$ cat src/vrf_pkg.sv
// Package for the variable record ring FIFO: command and status codes,
// front-end state, job and result records shared by all modules but vrf_ram.
// No dependencies.
`timescale 1ns / 1ps

package vrf_pkg;

  typedef enum logic [1:0] {
    CMD_APPEND  = 2'd0,
    CMD_COMMIT  = 2'd1,
    CMD_DEQUEUE = 2'd2,
    CMD_RSVD    = 2'd3
  } cmd_e;

  typedef enum logic [1:0] {
    ST_OK      = 2'd0,
    ST_FULL    = 2'd1,
    ST_EMPTY   = 2'd2,
    ST_INVALID = 2'd3
  } status_e;

  typedef enum logic {
    FE_IDLE,
    FE_LOOKUP
  } fe_state_e;

  typedef enum logic {
    REG_SLOT_COUNT      = 1'b0,
    REG_MAX_VALUE_BYTES = 1'b1
  } reg_idx_e;

  localparam int SLOT_COUNT_MAX = 16;   // slot_count register saturates here
  localparam int ROOM_MAX       = 64;   // dequeue room saturates here
  localparam int LEN_W          = 7;    // record length width
  localparam int SLOT_FIELD_W   = 10;   // slot index field, covers 1024 slots
  localparam int QDEPTH         = 2;    // job queue entries

  // One unit of work handed from front to back.
  typedef struct packed {
    logic                    stream;   // 1: stream record bytes, 0: single status
    status_e                 status;
    logic [SLOT_FIELD_W-1:0] slot;
    logic [LEN_W-1:0]        len;
  } job_t;

  // Result fields apart from the data byte.
  typedef struct packed {
    status_e          status;
    logic             byte_valid;
    logic [LEN_W-1:0] value_length;
    logic             last;
  } res_t;

  // Configuration write request from the register port.
  typedef struct packed {
    logic       slot_count_we;
    logic       max_bytes_we;
    logic [6:0] data;
  } cfg_wr_t;

  // Current configuration register contents.
  typedef struct packed {
    logic [4:0] slot_count;
    logic [6:0] max_value_bytes;
  } cfg_view_t;

endpackage

$ cat src/vrf_queue.sv
// Short job queue between the front end and the back end.
// Depends on vrf_pkg (job_t, QDEPTH).
`timescale 1ns / 1ps

module vrf_queue
  import vrf_pkg::*;
(
  input  logic clk_i,
  input  logic rst_ni,
  input  logic push_i,
  input  job_t push_data_i,
  output logic full_o,
  input  logic pop_i,
  output job_t pop_data_o,
  output logic empty_o
);

  localparam int QAW = (QDEPTH > 1) ? $clog2(QDEPTH) : 1;
  localparam int QCW = $clog2(QDEPTH + 1);

  job_t           entry_q [QDEPTH];
  logic [QAW-1:0] wr_ptr_q, wr_ptr_d;
  logic [QAW-1:0] rd_ptr_q, rd_ptr_d;
  logic [QCW-1:0] count_q, count_d;
  logic           do_push, do_pop;

  assign full_o     = (count_q == QCW'(QDEPTH));
  assign empty_o    = (count_q == '0);
  assign pop_data_o = entry_q[rd_ptr_q];
  assign do_push    = push_i && !full_o;
  assign do_pop     = pop_i && !empty_o;

  always_comb begin
    wr_ptr_d = wr_ptr_q;
    rd_ptr_d = rd_ptr_q;
    count_d  = count_q;
    if (do_push) begin
      wr_ptr_d = (wr_ptr_q == QAW'(QDEPTH - 1)) ? '0 : wr_ptr_q + QAW'(1);
    end
    if (do_pop) begin
      rd_ptr_d = (rd_ptr_q == QAW'(QDEPTH - 1)) ? '0 : rd_ptr_q + QAW'(1);
    end
    if (do_push && !do_pop) begin
      count_d = count_q + QCW'(1);
    end else if (do_pop && !do_push) begin
      count_d = count_q - QCW'(1);
    end
  end

  always_ff @(posedge clk_i or negedge rst_ni) begin
    if (!rst_ni) begin
      wr_ptr_q <= '0;
      rd_ptr_q <= '0;
      count_q  <= '0;
    end else begin
      wr_ptr_q <= wr_ptr_d;
      rd_ptr_q <= rd_ptr_d;
      count_q  <= count_d;
    end
  end

  always_ff @(posedge clk_i) begin
    if (do_push) begin
      entry_q[wr_ptr_q] <= push_data_i;
    end
  end

endmodule

$ cat config.mk
export PLATFORM = sky130hd
export DESIGN_NAME = vrf_queue
export DESIGN_NICKNAME = d
export VERILOG_FILES = /design/src/vrf_pkg.sv /design/src/vrf_queue.sv
export SDC_FILE = /design/constraint.sdc
export NUM_CORES = 1
export LEC_CHECK = 0
export ABC_AREA = 1
export BUFFER_PORTS_ARGS = -buffer_cell sky130_fd_sc_hd__buf_2
export CAP_MARGIN = 0
export CORE_ASPECT_RATIO = 0.7
export CORE_MARGIN = 4
export CORE_UTILIZATION = 46
export CTS_CLUSTER_DIAMETER = 150
export DETAILED_ROUTE_END_ITERATION = 12
export GPL_TIMING_DRIVEN = 0
export HOLD_SLACK_MARGIN = 0.02
export PLACE_DENSITY = 0.82
export SLEW_MARGIN = 20
export SYNTH_ARGS = -nofsm -noshare
export SYNTH_HDL_FRONTEND = slang
export SYNTH_SLANG_ARGS = --single-unit
$ cat constraint.sdc
create_clock -name clk_i -period 1.9 [get_ports clk_i]
set_input_delay 0.19 -clock clk_i [delete_from_list [all_inputs] [get_ports clk_i]]
set_output_delay 0.19 -clock clk_i [all_outputs]
set_load 0.005 [all_outputs]
==> flow_metrics.env <==
export IMPL_outcome="finished clean"
export IMPL_crit_slowest_cell="nor2_2"
export IMPL_fin_crit_sh_pct=87.5
export IMPL_setup_slack_ns=0.238
export IMPL_finalHoldViolations=0
export IMPL_setup_tns_ns=0
export IMPL_clk_insertion_delay_late_ns=0.29
export IMPL_dp_slack_ns=0.232
export IMPL_met1_usage_pct=15.6
export IMPL_period_minus_slack_ns=1.66
export IMPL_syn_area_mm2=0.00169
export IMPL_required_ns=1.91
export IMPL_grt_max_degree=21
export IMPL_fin_skew_ns=0.00390
export IMPL_synth_largest_area_cell="edfxtp_1"
export IMPL_routed_via_count=1122
export IMPL_slew_headroom_pct=63.2
export IMPL_root_buffer="clkbuf_8"
export IMPL_antenna_found_initial=0
export IMPL_p_per_area_mw_per_mm2=1470
export IMPL_ys_warn_count=0
export IMPL_placementRows=18
export IMPL_synth_nets=161
export IMPL_htreeDepth=2
export IMPL_port_buffers=45
export IMPL_ios=46
export IMPL_hold_ws_ns=0.0809
export IMPL_crit_path_start_kind="flip-flop"
export IMPL_cp_arrival_ns=1.67
export IMPL_critical_path_max_stage_delay_ns=0.46
export IMPL_rsz0062_at_grt="no"
export IMPL_synth_top_cells_by_count="68 x nand2_1, 40 x edfxtp_1, 6 x inv_1"
export IMPL_final_antenna_net_count=0
export IMPL_syn_area_per_cell_um2=12.4
export IMPL_met2_usage_pct=21.8
export IMPL_grt_usage_pct=13.4
export IMPL_drcViolationCount=0
export IMPL_start_util_pct=47.7
export IMPL_die_area_mm2=0.00472
export IMPL_ir_worst_vdd_uv=934
export IMPL_yosysSeqAreaShare_pct=77.1
export IMPL_globalplace_congestion=0.807
export IMPL_min_path_type="in2reg"
export IMPL_maxCapViolations=0
export IMPL_cts_tree="built"
export IMPL_path_cells="inv_1 -> o21ai_0 -> nor2_2 -> buf_8"
export IMPL_finalSetupViolCount=0
export IMPL_final_nets=215
export IMPL_ys_flop_type="edfxtp_1"
export IMPL_cts_sinks=44
export IMPL_top_usage_layer="met2"
export IMPL_areaGrowthSynthToFinish_pct=25.1
export IMPL_grt_pass1_vias=1004
export IMPL_critPathKind="reg2reg"
export IMPL_yosys_area_top_type_share_pct=71.2
export IMPL_synth_edff_count=40
export IMPL_grt_pass1_wl_mm=4.49
export IMPL_syn_instance_count=136
export IMPL_yosysMostFrequentCell="nand2_1"
export IMPL_routed_wl_mm=3.01
export IMPL_die_w_um=80.4
export IMPL_antenna_cells=0
export IMPL_finalMaxSlewViolations=0
export IMPL_crit_family="simple AND/OR/NAND/NOR gates"
export IMPL_numCtsBuffers=5
export IMPL_grt_util_met3_pct=5.96
export IMPL_worstMarginPinSlew_ns=0.551
export IMPL_clock_fmax_ghz=0.602
export IMPL_ys_async_sr_fraction_pct=9.09
export IMPL_final_util_pct=59.7
export IMPL_cts_buffer_depth=2
export IMPL_ys_types=17
export IMPL_finalPower_mw=3.11
export IMPL_post_dp_hpwl_mm=2.03
export IMPL_routedWlPerCell_um=12.5
export IMPL_leakage_nw=0.952
export IMPL_clk_pin_slew_ns=0.08
export IMPL_synthTopCellsByArea="edfxtp_1 71%, nand2_1 15%, dfrtp_1 5.9%"
export IMPL_path_max_fanout=11
export IMPL_drive_above_1_share_pct=33.0
export IMPL_core_area_mm2=0.00354
export IMPL_cp_end_kind="flip-flop"
export IMPL_post_cts_buffers=0
export IMPL_viasPerCell=4.66
export IMPL_firstDrtPassIters=5
export IMPL_grt_overflow=0
export IMPL_fp_dieH_um=58.7
export IMPL_synth_seq_cells=44
export IMPL_drt_iter0_drc=60
export IMPL_crit_buf_inv=2
==> cells in the final DEF, fill, tap and decap left out, types with 2 or more instances in the layout <==
master and instances:
nand2_1 68, edfxtp_1 40, clkbuf_8 5, nor2_2 2, inv_2 2, inv_1 6
buf_2 49, dfrtp_1 4
==> timing repair <==
item | 4_1_cts | 5_1_grt
hold buffers | 1 | 0
gates resized for setup | 0 | 0
hold endpoints to repair | 4 | 0
setup endpoints to repair | 0 | 0
==> metal layers <==
metal  share of wire (%)  up-vias
li1                    -      553
met1                  41      508
met2                  46       56
met3                  11        5
met4                 1.8        0
met5                   0        -
==> kinds of logic (layout without fill, tap and decap cells) <==
group | Yosys count | count (layout) | share of synthesized area (%)
AO/OA/AOI/OAI | 2 | 2 | 0.592
XOR/XNOR | 1 | 1 | 0.519
adder cells (fa/ha/maj) | 1 | 1 | 0.741
buffers and inverters | 12 | 67 | 2.97
flip-flops | 44 | 44 | 77.1
AND/OR/NAND/NOR | 76 | 76 | 18.1
==> sequential cells by signal, summed over array words and instances, names as in the netlist <==
signal	cells
wr_ptr_q	1
rd_ptr_q	1
entry_q	40
count_q	2
==> path summary, 6_finish.rpt <==
kind	startpoint	to	slack [ns]	cells past startpoint
min	push_data_i[3]	entry_q[1][3]$_DFFE_PP_	0.08	1
min in group asynchronous	rst_ni	rd_ptr_q$_DFFE_PN0P_	0.25	2
min reg2reg	wr_ptr_q$_DFFE_PN0P_	wr_ptr_q$_DFFE_PN0P_	0.49	2
max in group asynchronous	rst_ni	count_q[0]$_DFFE_PN0P_	1.53	2
max reg2reg	count_q[1]$_DFFE_PN0P_	entry_q[1][13]$_DFFE_PP_	0.24	4
max	count_q[1]$_DFFE_PN0P_	entry_q[1][13]$_DFFE_PP_	0.24	4
==> worst reg2reg max path, delay by kind of cell, from the launching register on <==
kind / cells / cell delay [ns]
compound gates: 1 / 0.14
flops: 1 / 0.42
simple gates: 1 / 0.47
buf+inv: 2 / 0.36
==> report_power, final <==
part           total, mW  switching (mW)  internal (mW)
logic               1.01           0.615          0.394
clock network      0.682           0.292          0.390
registers           1.42          0.0890           1.33
total               3.11           0.995           2.11
==> metrics by stage <==
stage	instances	area, um^2
4_1_cts	241	2110
6_report	241	2110
3_5_place_dp	232	1990
3_3_place_gp	231	1980
5_1_grt	241	2110
2_1_floorplan	136	1690
==> area by class of cell <==
class                      instances  area [um^2]
buffer                             4         20.0
inverter                           8         30.0
sequential                        44         1300
clock buffer                       6         72.6
clock inverter                     2         35.0
timing repair buffer              47          250
fill                             278         1430
tap                               50         62.6
multi-input combinational         80          339
No activity file was read; power rests on OpenSTA's default activity.
