[config.mk]
export PLATFORM = sky130hd
export DESIGN_NAME = vrf_ram
export DESIGN_NICKNAME = d
export VERILOG_FILES = /design/src/vrf_ram.sv
export SDC_FILE = /design/constraint.sdc
export NUM_CORES = 1
export LEC_CHECK = 0
export BUFFER_PORTS_ARGS = -buffer_cell sky130_fd_sc_hd__buf_2
export CAP_MARGIN = 25
export CORE_UTILIZATION = 54
export CTS_BUF_LIST = sky130_fd_sc_hd__clkbuf_16
export CTS_CLUSTER_SIZE = 40
export DETAILED_ROUTE_END_ITERATION = 8
export PLACE_DENSITY = 0.79
export RECOVER_POWER = 50
export SYNTH_ARGS = -nofsm -noshare
export SYNTH_HDL_FRONTEND = slang
export SYNTH_SLANG_ARGS = --single-unit
[constraint.sdc]
create_clock -name clk_i -period 1.61 [get_ports clk_i]
set_input_delay 0.2415 -clock clk_i [delete_from_list [all_inputs] [get_ports clk_i]]
set_output_delay 0.2415 -clock clk_i [all_outputs]
set_load 0.005 [all_outputs]
[src/vrf_ram.sv]
// Generic single write port, single read port RAM with registered read.
// No dependencies.
`timescale 1ns / 1ps

module vrf_ram #(
  parameter int WIDTH = 8,
  parameter int DEPTH = 16
) (
  input  logic                                   clk_i,
  input  logic                                   we_i,
  input  logic [((DEPTH > 1) ? $clog2(DEPTH) : 1)-1:0] waddr_i,
  input  logic [WIDTH-1:0]                       wdata_i,
  input  logic                                   re_i,
  input  logic [((DEPTH > 1) ? $clog2(DEPTH) : 1)-1:0] raddr_i,
  output logic [WIDTH-1:0]                       rdata_o
);

  logic [WIDTH-1:0] mem_q [DEPTH];

  always_ff @(posedge clk_i) begin
    if (we_i) begin
      mem_q[waddr_i] <= wdata_i;
    end
    if (re_i) begin
      rdata_o <= mem_q[raddr_i];
    end
  end

endmodule

==> flow_summary.json, run 1 <==
{
  "status": "finished clean",
  "area_growth_pct": 18.7,
  "power_per_cell_area_mw_per_mm2": 1300,
  "worstPathRequired_ps": 1770,
  "finalSetupTns_ps": 0,
  "remaining_drc_errors": 0,
  "worstHoldPathType": "in -> reg",
  "setup_slack_ps": 82.7,
  "fin_total_pwr_mw": 8.07,
  "async_flop_share_pct": 0,
  "dieArea_mm2": 0.0101,
  "synth_edf_count": 136,
  "grt_overflow": 0,
  "rows": 35,
  "postCtsSetupRepairBufs": 0,
  "crit_fanout": 1,
  "cap_violations": 0,
  "vias": 2509,
  "fillers": 581,
  "diodes": 0,
  "end_kind": "flip-flop",
  "min_period_ps": 1530,
  "final-max-slew-violation-count": 0,
  "syn_avg_cell_area_um2": 22.8,
  "grt_pass1_wl_um": 14900,
  "dr.pass1.iters": 5,
  "cts_buffer_depth": 2,
  "clk_latency_ps": 410,
  "ant_nets": 0,
  "routabilityCongestion": 0.699,
  "relSlewSlack_pct": 50.5,
  "fin_nets": 306,
  "cts_buffers": 17,
  "wire_per_inst_um": 22.7,
  "synthCells": 229,
  "core_area_mm2": 0.00933,
  "ios": 27,
  "htreeDepth": 4,
  "dpl.hpwl_um": 6160,
  "via_per_inst": 5.85,
  "fin_crit_sh_pct": 94.9,
  "rsz0062_at_grt": "false",
  "die_h_um": 100,
  "grt.total_usage_pct": 21.6,
  "cts.sinks": 136,
  "drive_above_1_share_pct": 30.0,
  "cts_resized": 0,
  "final_util_pct": 66.5,
  "grt_pass1_vias": 2601,
  "placed_cell_area_mm2": 0.00565,
  "cts_root_buf": "clkbuf_16",
  "synth_area_mm2": 0.00523,
  "worst_pin_slew_ps": 743,
  "finalHoldViolCount": 0,
  "arrival_ps": 1680,
  "r2r_slack_ps": 80,
  "totalWireLength_um": 9740,
  "start_util_pct": 56.0,
  "setup_viol": 0,
  "p_leak_nw": 2.10,
  "stdcell_area_mm2": 0.00620,
  "ys_seq_area_share_pct": 78.1,
  "criticalPathCategory": "reg -> reg",
  "startpoint_type": "flip-flop",
  "die_x_um": 100,
  "pre_cts_slack_ps": -206,
  "portBuffers": 26,
  "yosysUniqueCellTypes": 18,
  "cts_hold_buf": 0,
  "cts_tree": "built",
  "grt_max_degree": 20,
  "yosysWarningCount": 0,
  "finalClockSkew_ps": 6.16,
  "fmax_mhz": 655,
  "synthesis.nets": 248,
  "ys_seq_elements": 136,
  "antenna_found_initial": 0,
  "drt_iter0_drc": 253,
  "synthFlopType": "edfxtp_1",
  "path_clk_slew_ps": 60,
  "peakVddDrop_uv": 559
}
-- routing by layer --
| layer | global-route usage, % | wire length [µm] | vias to the layer above |
|---|---|---|---|
| li1 | - | - | 1104 |
| met1 | 30.8 | 4080 | 1274 |
| met2 | 31.9 | 4840 | 116 |
| met3 | 6.06 | 643 | 15 |
| met4 | 8.70 | 166 | 0 |
| met5 | 0 | 0 | - |
-- area by class of cell --
class	instances	area [µm²]	share of cell area, %
Clock inverter	15	148	2.38
Sequential cell	136	4080	65.8
Clock buffer	17	425	6.86
Tap cell	129	161	2.60
Multi-Input combinational cell	83	1060	17.1
Timing Repair Buffer	49	324	5.22
-- synthesized netlist by cell type (2+ instances only) --
| library cell | instances | share of area [%] |
|---|---|---|
| edfxtp_1 | 136 | 78 |
| mux4_2 | 18 | 7.8 |
| a22oi_1 | 16 | 2.3 |
| mux4_1 | 14 | 7.0 |
| nor2_1 | 13 | 0.93 |
| nand2_1 | 9 | 0.65 |
| nor3_1 | 4 | 0.38 |
| buf_2 | 3 | 0.29 |
| buf_6 | 3 | 0.65 |
| clkdlybuf4s25_2 | 3 | 0.57 |
| nand2b_1 | 2 | 0.24 |
| nand3b_1 | 2 | 0.29 |
-- kinds of logic after synthesis --
family	count (synthesis)	share of synthesized area [%]
compound gates	16	2.30
simple gates	35	3.14
flops	136	78.1
mux	32	14.8
buf+inv	10	1.65
-- layout by cell type, fill, tap and decap left out, drive strengths merged --
cell type,n
mux4,32
nand3,1
clkinv,1
nand2b,2
nor3,4
clkbuf,28
clkinvlp,1
nor2b,1
nand2,9
and2b,1
nor2,13
and2,1
or3b,1
inv,13
buf,38
nand3b,2
a22oi,16
edfxtp,136
-- final timing paths --
path,startpoint,endpoint,depth (start not counted)
hold reg to reg,mem_q[4][0],rdata_o[0],3
setup reg to reg,mem_q[1][5],rdata_o[5],3
hold / removal,wdata_i[1],mem_q[14][1],1
setup / recovery,mem_q[1][5],rdata_o[5],3
-- registers in the layout, indices dropped and copies added, names as in the netlist --
name / count
rdata_o: 8
mem_q: 128
-- report_power, final --
group | switching (mW) | internal, mW
clock | 1.62 | 2.07
combinational | 0.205 | 0.161
sequential | 0.0232 | 3.99
total | 1.85 | 6.22
-- critical path, cell delays in order, from the launching register on --
cell      delay, ps
edfxtp_1        400
mux4_1          520
a22oi_1         260
nand2_1         100
-- stage by stage --
stage	std cells	hold WS (ps)
after floorplan	229	340
after global placement	397	623
after detailed placement	397	626
after CTS	429	198
after global routing	429	359
final	429	336
No activity file was read; power rests on OpenSTA's default activity.
==> run 2: changes to the inputs <==
--- a/config.mk
+++ b/config.mk
@@ -7,11 +7,11 @@
 export LEC_CHECK = 0
 export BUFFER_PORTS_ARGS = -buffer_cell sky130_fd_sc_hd__buf_2
 export CAP_MARGIN = 25
-export CORE_UTILIZATION = 54
+export CORE_UTILIZATION = 46
 export CTS_BUF_LIST = sky130_fd_sc_hd__clkbuf_16
 export CTS_CLUSTER_SIZE = 40
 export DETAILED_ROUTE_END_ITERATION = 8
-export PLACE_DENSITY = 0.79
+export PLACE_DENSITY = 0.7
 export RECOVER_POWER = 50
 export SYNTH_ARGS = -nofsm -noshare
 export SYNTH_HDL_FRONTEND = slang
==> run 2 against run 1 <==
Against the previous run: sequential cell count is the same; clock skew fell by 2.5 ps; die area increased by 17%; register-to-register slack got worse by 20 ps; routed wire length down 0.52%; utilization shrank 9.0 points; largest cell class unchanged; highest routed layer unchanged.
==> flow_summary.json, run 2 (synthesis gave the netlist of run 1 again) <==
{
  "status": "finished clean",
  "regArea_mm2": 0.00408,
  "mostFrequentLayoutCells": "edfxtp_1 (136), buf_4 (21), mux4_2 (18)",
  "wire_per_inst_um": 21.8,
  "grt_pass1_wl_um": 14800,
  "worstHoldPathType": "in -> reg",
  "ant_nets": 0,
  "fin_nets": 311,
  "reg_top3": "mem_q (128), rdata_o (8)",
  "use_met1_pct": 24.6,
  "dr.pass1.iters": 4,
  "grt_pass1_vias": 2560,
  "path_clk_slew_ps": 60,
  "drive_above_1_share_pct": 29.5,
  "totalWireLength_um": 9680,
  "dp_cells": 413,
  "peakVddDrop_uv": 846,
  "diodes": 0,
  "max_stage_delay_ps": 530,
  "routabilityCongestion": 0.735,
  "core_area_mm2": 0.0109,
  "end_kind": "flip-flop",
  "clk_latency_ps": 400,
  "cts_buffer_depth": 2,
  "setup_slack_ps": 65.6,
  "multi_input_area_mm2": 0.00106,
  "grtUsageMet2_pct": 28.8,
  "cts_root_buf": "clkbuf_16",
  "fin_total_pwr_mw": 8.14,
  "htreeDepth": 4,
  "regMostFlops": "mem_q",
  "grt.total_usage_pct": 18.6,
  "portBuffers": 26,
  "criticalPathCategory": "reg -> reg",
  "worst_pin_slew_ps": 719,
  "rows": 38,
  "cts_resized": 0,
  "start_util_pct": 47.8,
  "whs_ps": 328,
  "p_leak_nw": 2.13,
  "dpl.hpwl_um": 6410,
  "cap_violations": 0,
  "fillers": 814,
  "min_period_ps": 1540,
  "drt_iter0_drc": 114,
  "cts_buffers": 17,
  "rsz0062_at_grt": "false",
  "fin_crit_sh_pct": 95.9,
  "setup_viol": 0,
  "pre_cts_slack_ps": -254,
  "cts_hold_buf": 0,
  "die_h_um": 109,
  "ios": 27,
  "antenna_found_initial": 0,
  "finalClockSkew_ps": 3.66,
  "cts.sinks": 136,
  "postCtsSetupRepairBufs": 0,
  "startpoint_type": "flip-flop",
  "final_common_cell": "edfxtp_1",
  "finalSetupTns_ps": 0,
  "grt_overflow": 0,
  "worstPathRequired_ps": 1750,
  "largest_reg_flops": 128,
  "grtUsageMet3_pct": 5.18,
  "arrival_ps": 1690,
  "remaining_drc_errors": 0,
  "fmax_mhz": 647,
  "finalHoldViolCount": 0,
  "top_usage_layer": "met2",
  "crit_slowest_cell": "mux4_1",
  "final-max-slew-violation-count": 0,
  "crit_fanout": 1,
  "die_x_um": 109,
  "relSlewSlack_pct": 51.9,
  "power_per_cell_area_mw_per_mm2": 1290,
  "cts_tree": "built",
  "post_layout_nonfiller_instances": 445,
  "via_per_inst": 5.58,
  "area_growth_pct": 20.3,
  "grt_max_degree": 19,
  "vias": 2481,
  "dieArea_mm2": 0.0118,
  "path_cells": "mux4_1 -> a22oi_1 -> nand2_1"
}
run 2: changes by cell type in the layout (fill, tap and decap cells not counted):
| cell | change |
|---|---|
| inv_8 | -7 |
| inv_6 | -5 |
| clkinv_1 | +4 |
| clkinv_2 | +4 |
| bufinv_16 | +3 |
| buf_12 | +2 |
| buf_4 | +2 |
| clkbuf_1 | +1 |
| clkinv_4 | +1 |
run 2: power by group:
part	leakage (nW)	internal (mW)	total [mW]	switching (mW)
clock	0.287	2.41	3.75	1.35
sequential	1.24	3.99	4.01	0.0203
combinational	0.609	0.168	0.377	0.209
total	2.13	6.57	8.14	1.57
run 2: area by class of cell:
cell class / count / area share, %
multi-input cells: 83 / 16.9
clock inverters: 15 / 2.53
well taps: 140 / 2.79
clock buffers: 17 / 6.76
flip-flops and latches: 136 / 64.9
repair buffers: 54 / 6.09
run 2: worst paths after layout:
check	from	end	slack, ps	cells past startpoint
hold reg to reg	mem_q[15][2]	rdata_o[2]	740	3
hold / removal	re_i	rdata_o[1]	330	1
setup reg to reg	mem_q[1][5]	rdata_o[5]	70	3
setup / recovery	mem_q[1][5]	rdata_o[5]	70	3
run 2: layer usage:
layer	part of all wire, %	up-vias
li1	-	1108
met1	44	1266
met2	49	91
met3	5.6	16
met4	1.6	0
met5	0	-
run 2: stage by stage:
step	util (%)	instance area, µm²
2_1_floorplan	-	5230
4_1_cts	57.7	6310
3_5_place_dp	52.3	5720
6_report	57.5	6290
5_1_grt	57.5	6290
3_3_place_gp	52.3	5720
run 2: critical path: cells and delay by family (launching register included):
| kind | cells | cell delay, ps |
|---|---|---|
| multiplexers | 1 | 530 |
| flip-flops | 1 | 380 |
| AO/OA/AOI/OAI | 1 | 280 |
| AND/OR/NAND/NOR | 1 | 110 |
