===== config.mk =====
export PLATFORM = sky130hd
export DESIGN_NAME = vrf_front
export DESIGN_NICKNAME = d
export VERILOG_FILES = /design/src/vrf_pkg.sv /design/src/vrf_ram.sv /design/src/vrf_front.sv
export SDC_FILE = /design/constraint.sdc
export NUM_CORES = 1
export LEC_CHECK = 0
export CAP_MARGIN = 40
export CORE_UTILIZATION = 45
export CTS_CLUSTER_SIZE = 14
export DETAILED_ROUTE_END_ITERATION = 12
export DONT_BUFFER_PORTS = 1
export PLACE_DENSITY = 0.64
export SLEW_MARGIN = 10
export SYNTH_ARGS = -nofsm -noshare
export SYNTH_HDL_FRONTEND = slang
export SYNTH_SLANG_ARGS = --single-unit
export TNS_END_PERCENT = 10

===== constraint.sdc =====
create_clock -name clk_i -period 3.4 [get_ports clk_i]
set_clock_uncertainty 0.15 [all_clocks]
set_input_delay 0.68 -clock clk_i [delete_from_list [all_inputs] [get_ports clk_i]]
set_output_delay 0.68 -clock clk_i [all_outputs]
set_load 0.02 [all_outputs]

===== src/vrf_pkg.sv =====
// Package for the variable record ring FIFO: command and status codes,
// front-end state, job and result records shared by all modules but vrf_ram.
// No dependencies.
`timescale 1ns / 1ps

package vrf_pkg;

  typedef enum logic [1:0] {
    CMD_APPEND  = 2'd0,
    CMD_COMMIT  = 2'd1,
    CMD_DEQUEUE = 2'd2,
    CMD_RSVD    = 2'd3
  } cmd_e;

  typedef enum logic [1:0] {
    ST_OK      = 2'd0,
    ST_FULL    = 2'd1,
    ST_EMPTY   = 2'd2,
    ST_INVALID = 2'd3
  } status_e;

  typedef enum logic {
    FE_IDLE,
    FE_LOOKUP
  } fe_state_e;

  typedef enum logic {
    REG_SLOT_COUNT      = 1'b0,
    REG_MAX_VALUE_BYTES = 1'b1
  } reg_idx_e;

  localparam int SLOT_COUNT_MAX = 16;   // slot_count register saturates here
  localparam int ROOM_MAX       = 64;   // dequeue room saturates here
  localparam int LEN_W          = 7;    // record length width
  localparam int SLOT_FIELD_W   = 10;   // slot index field, covers 1024 slots
  localparam int QDEPTH         = 2;    // job queue entries

  // One unit of work handed from front to back.
  typedef struct packed {
    logic                    stream;   // 1: stream record bytes, 0: single status
    status_e                 status;
    logic [SLOT_FIELD_W-1:0] slot;
    logic [LEN_W-1:0]        len;
  } job_t;

  // Result fields apart from the data byte.
  typedef struct packed {
    status_e          status;
    logic             byte_valid;
    logic [LEN_W-1:0] value_length;
    logic             last;
  } res_t;

  // Configuration write request from the register port.
  typedef struct packed {
    logic       slot_count_we;
    logic       max_bytes_we;
    logic [6:0] data;
  } cfg_wr_t;

  // Current configuration register contents.
  typedef struct packed {
    logic [4:0] slot_count;
    logic [6:0] max_value_bytes;
  } cfg_view_t;

endpackage


===== src/vrf_ram.sv =====
// Generic single write port, single read port RAM with registered read.
// No dependencies.
`timescale 1ns / 1ps

module vrf_ram #(
  parameter int WIDTH = 8,
  parameter int DEPTH = 16
) (
  input  logic                                   clk_i,
  input  logic                                   we_i,
  input  logic [((DEPTH > 1) ? $clog2(DEPTH) : 1)-1:0] waddr_i,
  input  logic [WIDTH-1:0]                       wdata_i,
  input  logic                                   re_i,
  input  logic [((DEPTH > 1) ? $clog2(DEPTH) : 1)-1:0] raddr_i,
  output logic [WIDTH-1:0]                       rdata_o
);

  logic [WIDTH-1:0] mem_q [DEPTH];

  always_ff @(posedge clk_i) begin
    if (we_i) begin
      mem_q[waddr_i] <= wdata_i;
    end
    if (re_i) begin
      rdata_o <= mem_q[raddr_i];
    end
  end

endmodule


===== src/vrf_front.sv =====
// Front end: accepts requests, keeps ring pointers and record build state,
// writes appended bytes and committed lengths, and queues jobs for the back end.
// Depends on vrf_pkg and vrf_ram (length store).
`timescale 1ns / 1ps

module vrf_front
  import vrf_pkg::*;
#(
  parameter int SLOT_DEPTH      = 16,
  parameter int MAX_VALUE_BYTES = 64
) (
  input  logic      clk_i,
  input  logic      rst_ni,
  input  logic      in_valid_i,
  output logic      in_stall_o,
  input  logic [1:0] command_i,
  input  logic [7:0] data_byte_i,
  input  logic [6:0] room_bytes_i,
  input  cfg_wr_t   cfg_wr_i,
  output cfg_view_t cfg_o,
  output logic      vwe_o,
  output logic [((SLOT_DEPTH * MAX_VALUE_BYTES > 1) ?
                 $clog2(SLOT_DEPTH * MAX_VALUE_BYTES) : 1)-1:0] vwaddr_o,
  output logic [7:0] vwdata_o,
  output logic      job_push_o,
  output job_t      job_o,
  input  logic      queue_full_i,
  input  logic      stream_done_i
);

  localparam int VDEPTH  = SLOT_DEPTH * MAX_VALUE_BYTES;
  localparam int VAW     = (VDEPTH > 1) ? $clog2(VDEPTH) : 1;
  localparam int SW      = (SLOT_DEPTH > 1) ? $clog2(SLOT_DEPTH) : 1;
  localparam int USE_MAX = (SLOT_DEPTH < SLOT_COUNT_MAX) ? SLOT_DEPTH : SLOT_COUNT_MAX;
  localparam int OW      = $clog2(USE_MAX + 1);
  localparam int CW      = (SW + 1 > OW) ? SW + 1 : OW;
  localparam int DQW     = $clog2(QDEPTH + 2);

  fe_state_e         state_q, state_d;
  logic [SW-1:0]     rd_slot_q, rd_slot_d;
  logic [SW-1:0]     wr_slot_q, wr_slot_d;
  logic [OW-1:0]     occ_q, occ_d;
  logic [LEN_W-1:0]  blen_q, blen_d;
  status_e           bfault_q, bfault_d;
  logic [4:0]        slot_count_q, slot_count_d;
  logic [6:0]        max_bytes_q, max_bytes_d;
  logic [6:0]        room_q;
  logic [DQW-1:0]    dq_cnt_q, dq_cnt_d;

  cmd_e              cmd;
  logic              accept;
  logic              full;
  logic [OW-1:0]     in_use;
  logic [LEN_W-1:0]  limit;
  logic [6:0]        room_sat;
  logic [SW-1:0]     wr_next, rd_next;
  logic              len_we, len_re;
  logic [LEN_W-1:0]  len_rdata, len_clamp;
  logic              lk_invalid;
  logic              stream_push;

  assign cmd      = cmd_e'(command_i);
  assign in_use   = (slot_count_q > 5'(USE_MAX)) ? OW'(USE_MAX) : OW'(slot_count_q);
  assign full     = (occ_q >= in_use);
  assign limit    = (max_bytes_q > 7'(MAX_VALUE_BYTES)) ? 7'(MAX_VALUE_BYTES) : max_bytes_q;
  assign room_sat = (room_bytes_i > 7'(ROOM_MAX)) ? 7'(ROOM_MAX) : room_bytes_i;
  assign wr_next  = (CW'(wr_slot_q) + CW'(1) >= CW'(in_use)) ? '0 : wr_slot_q + SW'(1);
  assign rd_next  = (CW'(rd_slot_q) + CW'(1) >= CW'(in_use)) ? '0 : rd_slot_q + SW'(1);

  assign len_clamp  = (len_rdata > 7'(MAX_VALUE_BYTES)) ? 7'(MAX_VALUE_BYTES) : len_rdata;
  assign lk_invalid = (len_clamp > room_q);

  assign cfg_o.slot_count      = slot_count_q;
  assign cfg_o.max_value_bytes = max_bytes_q;

  assign accept   = in_valid_i && !in_stall_o;
  assign vwaddr_o = VAW'(wr_slot_q * MAX_VALUE_BYTES) + VAW'(blen_q);
  assign vwdata_o = data_byte_i;

  vrf_ram #(
    .WIDTH(LEN_W),
    .DEPTH(SLOT_DEPTH)
  ) u_len_ram (
    .clk_i  (clk_i),
    .we_i   (len_we),
    .waddr_i(wr_slot_q),
    .wdata_i(blen_q),
    .re_i   (len_re),
    .raddr_i(rd_slot_q),
    .rdata_o(len_rdata)
  );

  // next state
  always_comb begin
    state_d = state_q;
    case (state_q)
      FE_IDLE: begin
        if (accept && cmd == CMD_DEQUEUE && occ_q != '0) begin
          state_d = FE_LOOKUP;
        end
      end
      FE_LOOKUP: begin
        if (!queue_full_i) begin
          state_d = FE_IDLE;
        end
      end
      default: state_d = FE_IDLE;
    endcase
  end

  // outputs
  always_comb begin
    in_stall_o  = 1'b1;
    job_push_o  = 1'b0;
    job_o       = '{stream: 1'b0, status: ST_OK, slot: '0, len: '0};
    vwe_o       = 1'b0;
    len_we      = 1'b0;
    len_re      = 1'b0;
    stream_push = 1'b0;
    case (state_q)
      FE_IDLE: begin
        // appends wait while a dequeued record is still being read out
        in_stall_o = queue_full_i || (cmd == CMD_APPEND && dq_cnt_q != '0);
        if (accept) begin
          job_push_o = 1'b1;
          case (cmd)
            CMD_APPEND: begin
              if (full) begin
                job_o.status = ST_FULL;
              end else if (blen_q >= limit) begin
                job_o.status = ST_INVALID;
              end else begin
                vwe_o = 1'b1;
              end
            end
            CMD_COMMIT: begin
              if (bfault_q == ST_INVALID || blen_q > limit) begin
                job_o.status = ST_INVALID;
              end else if (bfault_q == ST_FULL || full) begin
                job_o.status = ST_FULL;
              end else begin
                len_we = 1'b1;
              end
            end
            CMD_DEQUEUE: begin
              if (occ_q == '0) begin
                job_o.status = ST_EMPTY;
              end else begin
                job_push_o = 1'b0;
                len_re     = 1'b1;
              end
            end
            default: job_o.status = ST_INVALID;
          endcase
        end
      end
      FE_LOOKUP: begin
        in_stall_o = 1'b1;
        if (!queue_full_i) begin
          job_push_o = 1'b1;
          if (lk_invalid) begin
            job_o.status = ST_INVALID;
          end else if (len_clamp != '0) begin
            job_o.stream = 1'b1;
            job_o.slot   = SLOT_FIELD_W'(rd_slot_q);
            job_o.len    = len_clamp;
            stream_push  = 1'b1;
          end
        end
      end
      default: in_stall_o = 1'b1;
    endcase
  end

  // ring and build state
  always_comb begin
    rd_slot_d    = rd_slot_q;
    wr_slot_d    = wr_slot_q;
    occ_d        = occ_q;
    blen_d       = blen_q;
    bfault_d     = bfault_q;
    slot_count_d = slot_count_q;
    max_bytes_d  = max_bytes_q;
    dq_cnt_d     = dq_cnt_q;
    if (state_q == FE_IDLE && accept) begin
      case (cmd)
        CMD_APPEND: begin
          if (full) begin
            if (bfault_q != ST_INVALID) begin
              bfault_d = ST_FULL;
            end
          end else if (blen_q >= limit) begin
            bfault_d = ST_INVALID;
          end else begin
            blen_d = blen_q + LEN_W'(1);
          end
        end
        CMD_COMMIT: begin
          if (len_we) begin
            wr_slot_d = wr_next;
            occ_d     = occ_q + OW'(1);
          end
          blen_d   = '0;
          bfault_d = ST_OK;
        end
        default: ;
      endcase
    end
    if (state_q == FE_LOOKUP && job_push_o && !lk_invalid) begin
      rd_slot_d = rd_next;
      occ_d     = occ_q - OW'(1);
    end
    if (stream_push && !stream_done_i) begin
      dq_cnt_d = dq_cnt_q + DQW'(1);
    end else if (!stream_push && stream_done_i) begin
      dq_cnt_d = dq_cnt_q - DQW'(1);
    end
    if (cfg_wr_i.slot_count_we) begin
      slot_count_d = (cfg_wr_i.data[4:0] > 5'(SLOT_COUNT_MAX)) ?
                     5'(SLOT_COUNT_MAX) : cfg_wr_i.data[4:0];
      rd_slot_d    = '0;
      wr_slot_d    = '0;
      occ_d        = '0;
      blen_d       = '0;
      bfault_d     = ST_OK;
    end
    if (cfg_wr_i.max_bytes_we) begin
      max_bytes_d = cfg_wr_i.data;
    end
  end

  always_ff @(posedge clk_i or negedge rst_ni) begin
    if (!rst_ni) begin
      state_q      <= FE_IDLE;
      rd_slot_q    <= '0;
      wr_slot_q    <= '0;
      occ_q        <= '0;
      blen_q       <= '0;
      bfault_q     <= ST_OK;
      slot_count_q <= 5'(SLOT_COUNT_MAX);
      max_bytes_q  <= 7'(ROOM_MAX);
      dq_cnt_q     <= '0;
    end else begin
      state_q      <= state_d;
      rd_slot_q    <= rd_slot_d;
      wr_slot_q    <= wr_slot_d;
      occ_q        <= occ_d;
      blen_q       <= blen_d;
      bfault_q     <= bfault_d;
      slot_count_q <= slot_count_d;
      max_bytes_q  <= max_bytes_d;
      dq_cnt_q     <= dq_cnt_d;
    end
  end

  always_ff @(posedge clk_i) begin
    if (len_re) begin
      room_q <= room_sat;
    end
  end

endmodule


==> flow_summary.ini <==
[critical_path]
worstSetupStartpointType = flip-flop
r2r-end = occ_q[4]
required_ns = 2.57
r2r_slack_ns = 0.07
cp-end-kind = output port
crit_type = flip-flop to output port
reg2reg_from = u_len_ram.rdata_o[6]
r2r_cells = 12
path_max_fanout = 6
critPathArrivalTime_ns = 2.52

[floorplanning]
rows = 48
ios = 84
initial_utilization_pct = 46.1
core_area_um2 = 17400
die_w_um = 135
die_height_um = 135
die-area_um2 = 18300

[grt]
grt_max_degree = 38
antenna_found_initial = 0
overflow = 0
grt_pass1_wl_um = 27200
grt_use_total_pct = 20.3
grt_pass1_vias = 4995

[synthesis]
synth_edf_count = 126
synth_top_area_cell = edfxtp_1
synth_commonest_cells = edfxtp_1 (126), nand2_1 (42), ha_1 (41), dfrtp_1 (35), o21ai_0 (33)
yosysTopAreaCellShare_pct = 47.3
ys_async_sr_fraction_pct = 22.7
ys.flop_type = edfxtp_1
synth_seq_cells = 163
synthCells = 608
synth_cell_types = 59
syn_area_um2 = 8000
synth.most_common_cell = edfxtp_1
ys_seq_area_share_pct = 58.9
synth_warnings = 0
synth.avg_cell_area_um2 = 13.2
synthTopCellsByArea = edfxtp_1 (47%), dfrtp_1 (11%), ha_1 (6.4%), mux4_2 (3.9%), mux2i_1 (3.3%)

[timing]
min_period_ns = 3.35
finalWorstSetupSlack_ns = 0.0452
period_share_pct = 98.7
worst_pin_slew_ns = 0.699
final-hold-violation-count = 0
slew_headroom_pct = 53.0
fmax_mhz = 298
rsz0062_at_grt = yes
finalSetupViolCount = 0
drv_slew = 0

[finish]
diodes = 0
nets = 702
drive_gt1_share_pct = 22.0
n_fill_cell = 1375
area_growth_pct = 15.0
post-route-util_pct = 53.0
final_cells = 867

[pwr]
clkPwrFrac_pct = 43.0
power_uw = 4700
seqPwrFrac_pct = 48.2
p_sw_uw = 1170
ir_drop_uv = 343
cellLeakagePower_uw = 0.00336
p_int_uw = 3530
pwr-share-comb_pct = 8.9
p_sw_share_pct = 24.8
power.density_nw_per_um2 = 511

[drt]
wl_per_cell_um = 20.4
first_pass_iters = 5
drt-initial-drc-count = 393
routed_wl_um = 17700
vias_per_cell = 5.74
remaining_drc_errors = 0
route.antenna.remaining_nets = 0
vias = 4973

[placement]
dp_hpwl_um = 12000
portBuffers = 0
globalplace.congestion = 0.785
dp_cells = 825
dp_slack_ns = 0.0559

[run]
maxCapViolCount = 0

[clocking]
numCtsBuffers = 17
h-tree-depth = 4
tritoncts = built
clkTransAtPathRegs_ns = 0.07
cts_buffer_depth = 2
cts_root_buf = clkbuf_16
cts_sinks = 163
clk_latency_ns = 0.43

[min_path]
hold_path.class = input port to flip-flop
min_from = cfg_wr_i[8]
hold-path-endpoint = slot_count_q[4]
holdPathStages = 1

[run_status]
status = finished, final reports clean
worst max-delay path by stage:
stage | depth (start not counted) | start | end | slack, ns
after detailed placement | 12 | u_len_ram.rdata_o[6] | occ_q[4] | 0.06
after global placement | 12 | u_len_ram.rdata_o[6] | occ_q[4] | 0.17
after CTS | 10 | slot_count_q[4] | vwe_o | 0.01
after floorplan | 13 | u_len_ram.rdata_o[6] | occ_q[4] | 0.08
after global routing | 12 | u_len_ram.rdata_o[6] | occ_q[4] | -0.12
final | 7 | u_len_ram.rdata_o[6] | job_o[7] | 0.05
critical path, cell delays in order, from the launching register on:
cell	delay, ns
edfxtp_1	0.48
buf_4	0.18
ha_1	0.30
a21oi_1	0.20
o211ai_1	0.17
a2bb2oi_4	0.23
a31oi_4	0.25
and2_1	0.28
per-stage QoR:
step | instance area [um^2] | hold WS [ns] | TNS (ns)
CTS | 9010 | 0.140 | 0
finish | 9200 | 0.156 | 0
detailed placement | 8270 | 0.236 | 0
floorplan | 8020 | 0.234 | 0
global placement | 8270 | 0.236 | 0
global route | 9200 | 0.143 | -0.394
kinds of logic after synthesis:
| kind of cell | after synthesis | synth area share, % |
|---|---|---|
| fa+ha+maj | 42 | 6.66 |
| flops | 163 | 58.9 |
| mux | 52 | 8.88 |
| other cells | 1 | 0.0469 |
| compound gates | 122 | 9.82 |
| simple gates | 149 | 10.1 |
| buf+inv | 67 | 4.25 |
| xor+xnor | 12 | 1.31 |
metal layers:
layer	global-route usage, %	wire length [um]	up-vias
met5	0	0	-
met4	8.99	396	0
met3	4.86	1020	37
met2	32.5	8610	180
met1	26.3	7690	2447
li1	-	-	2309
registers in the layout, summed over array words and instances, names as in the netlist:
signal	flops
u_len_ram.mem_q	112
state_q	1
room_q	7
blen_q	7
bfault_q	2
rd_slot_q	4
slot_count_q	5
u_len_ram.rdata_o	7
max_bytes_q	7
dq_cnt_q	2
wr_slot_q	4
occ_q	5
placed cells by master (no fill, tap or decap), drive strengths merged, types with 3 or more instances in the layout:
cell type  instances
a21o               6
a221oi             7
nor3               6
or3                5
bufinv             3
a31oi              6
conb               6
xnor2              7
nor2              20
buf               37
mux4              14
nor2b             16
nor4               4
nand3b             4
mux2              12
inv               32
nand4              3
o21ai             37
nand2b             3
ha                41
a22oi              7
mux2i             26
xor2               5
clkinv             4
dfrtp             35
a22o               4
a211oi             3
a21oi             32
edfxtp           126
clkbuf            17
nand3              8
nand2             42
and2              29
layout make-up:
class / count / area [um^2] / area share [%]
timing repair buffer: 38 / 304 / 3.30
sequential: 163 / 4720 / 51.2
clock buffer: 17 / 425 / 4.62
multi-input combinational: 383 / 3180 / 34.6
inverter: 26 / 97.6 / 1.06
tap: 225 / 282 / 3.06
clock inverter: 15 / 195 / 2.12
power groups by stage:
stage	combinational (uW)	clock, uW	sequential, uW
4_1_cts	391	2050	2260
6_report	416	2020	2260
3_5_place_dp	356	0	2300
3_3_place_gp	341	0	2300
2_1_floorplan	272	0	2310
5_1_grt	456	2120	2270
repair_timing:
action | in CTS | in global routing
hold endpoints to repair | 37 | 0
hold buffers | 2 | 0
pin swaps | 4 | 7
resized for setup | 20 | 27
setup endpoints to repair | 15 | 15
setup buffers | 1 | 7
No activity file was read; power rests on OpenSTA's default activity.
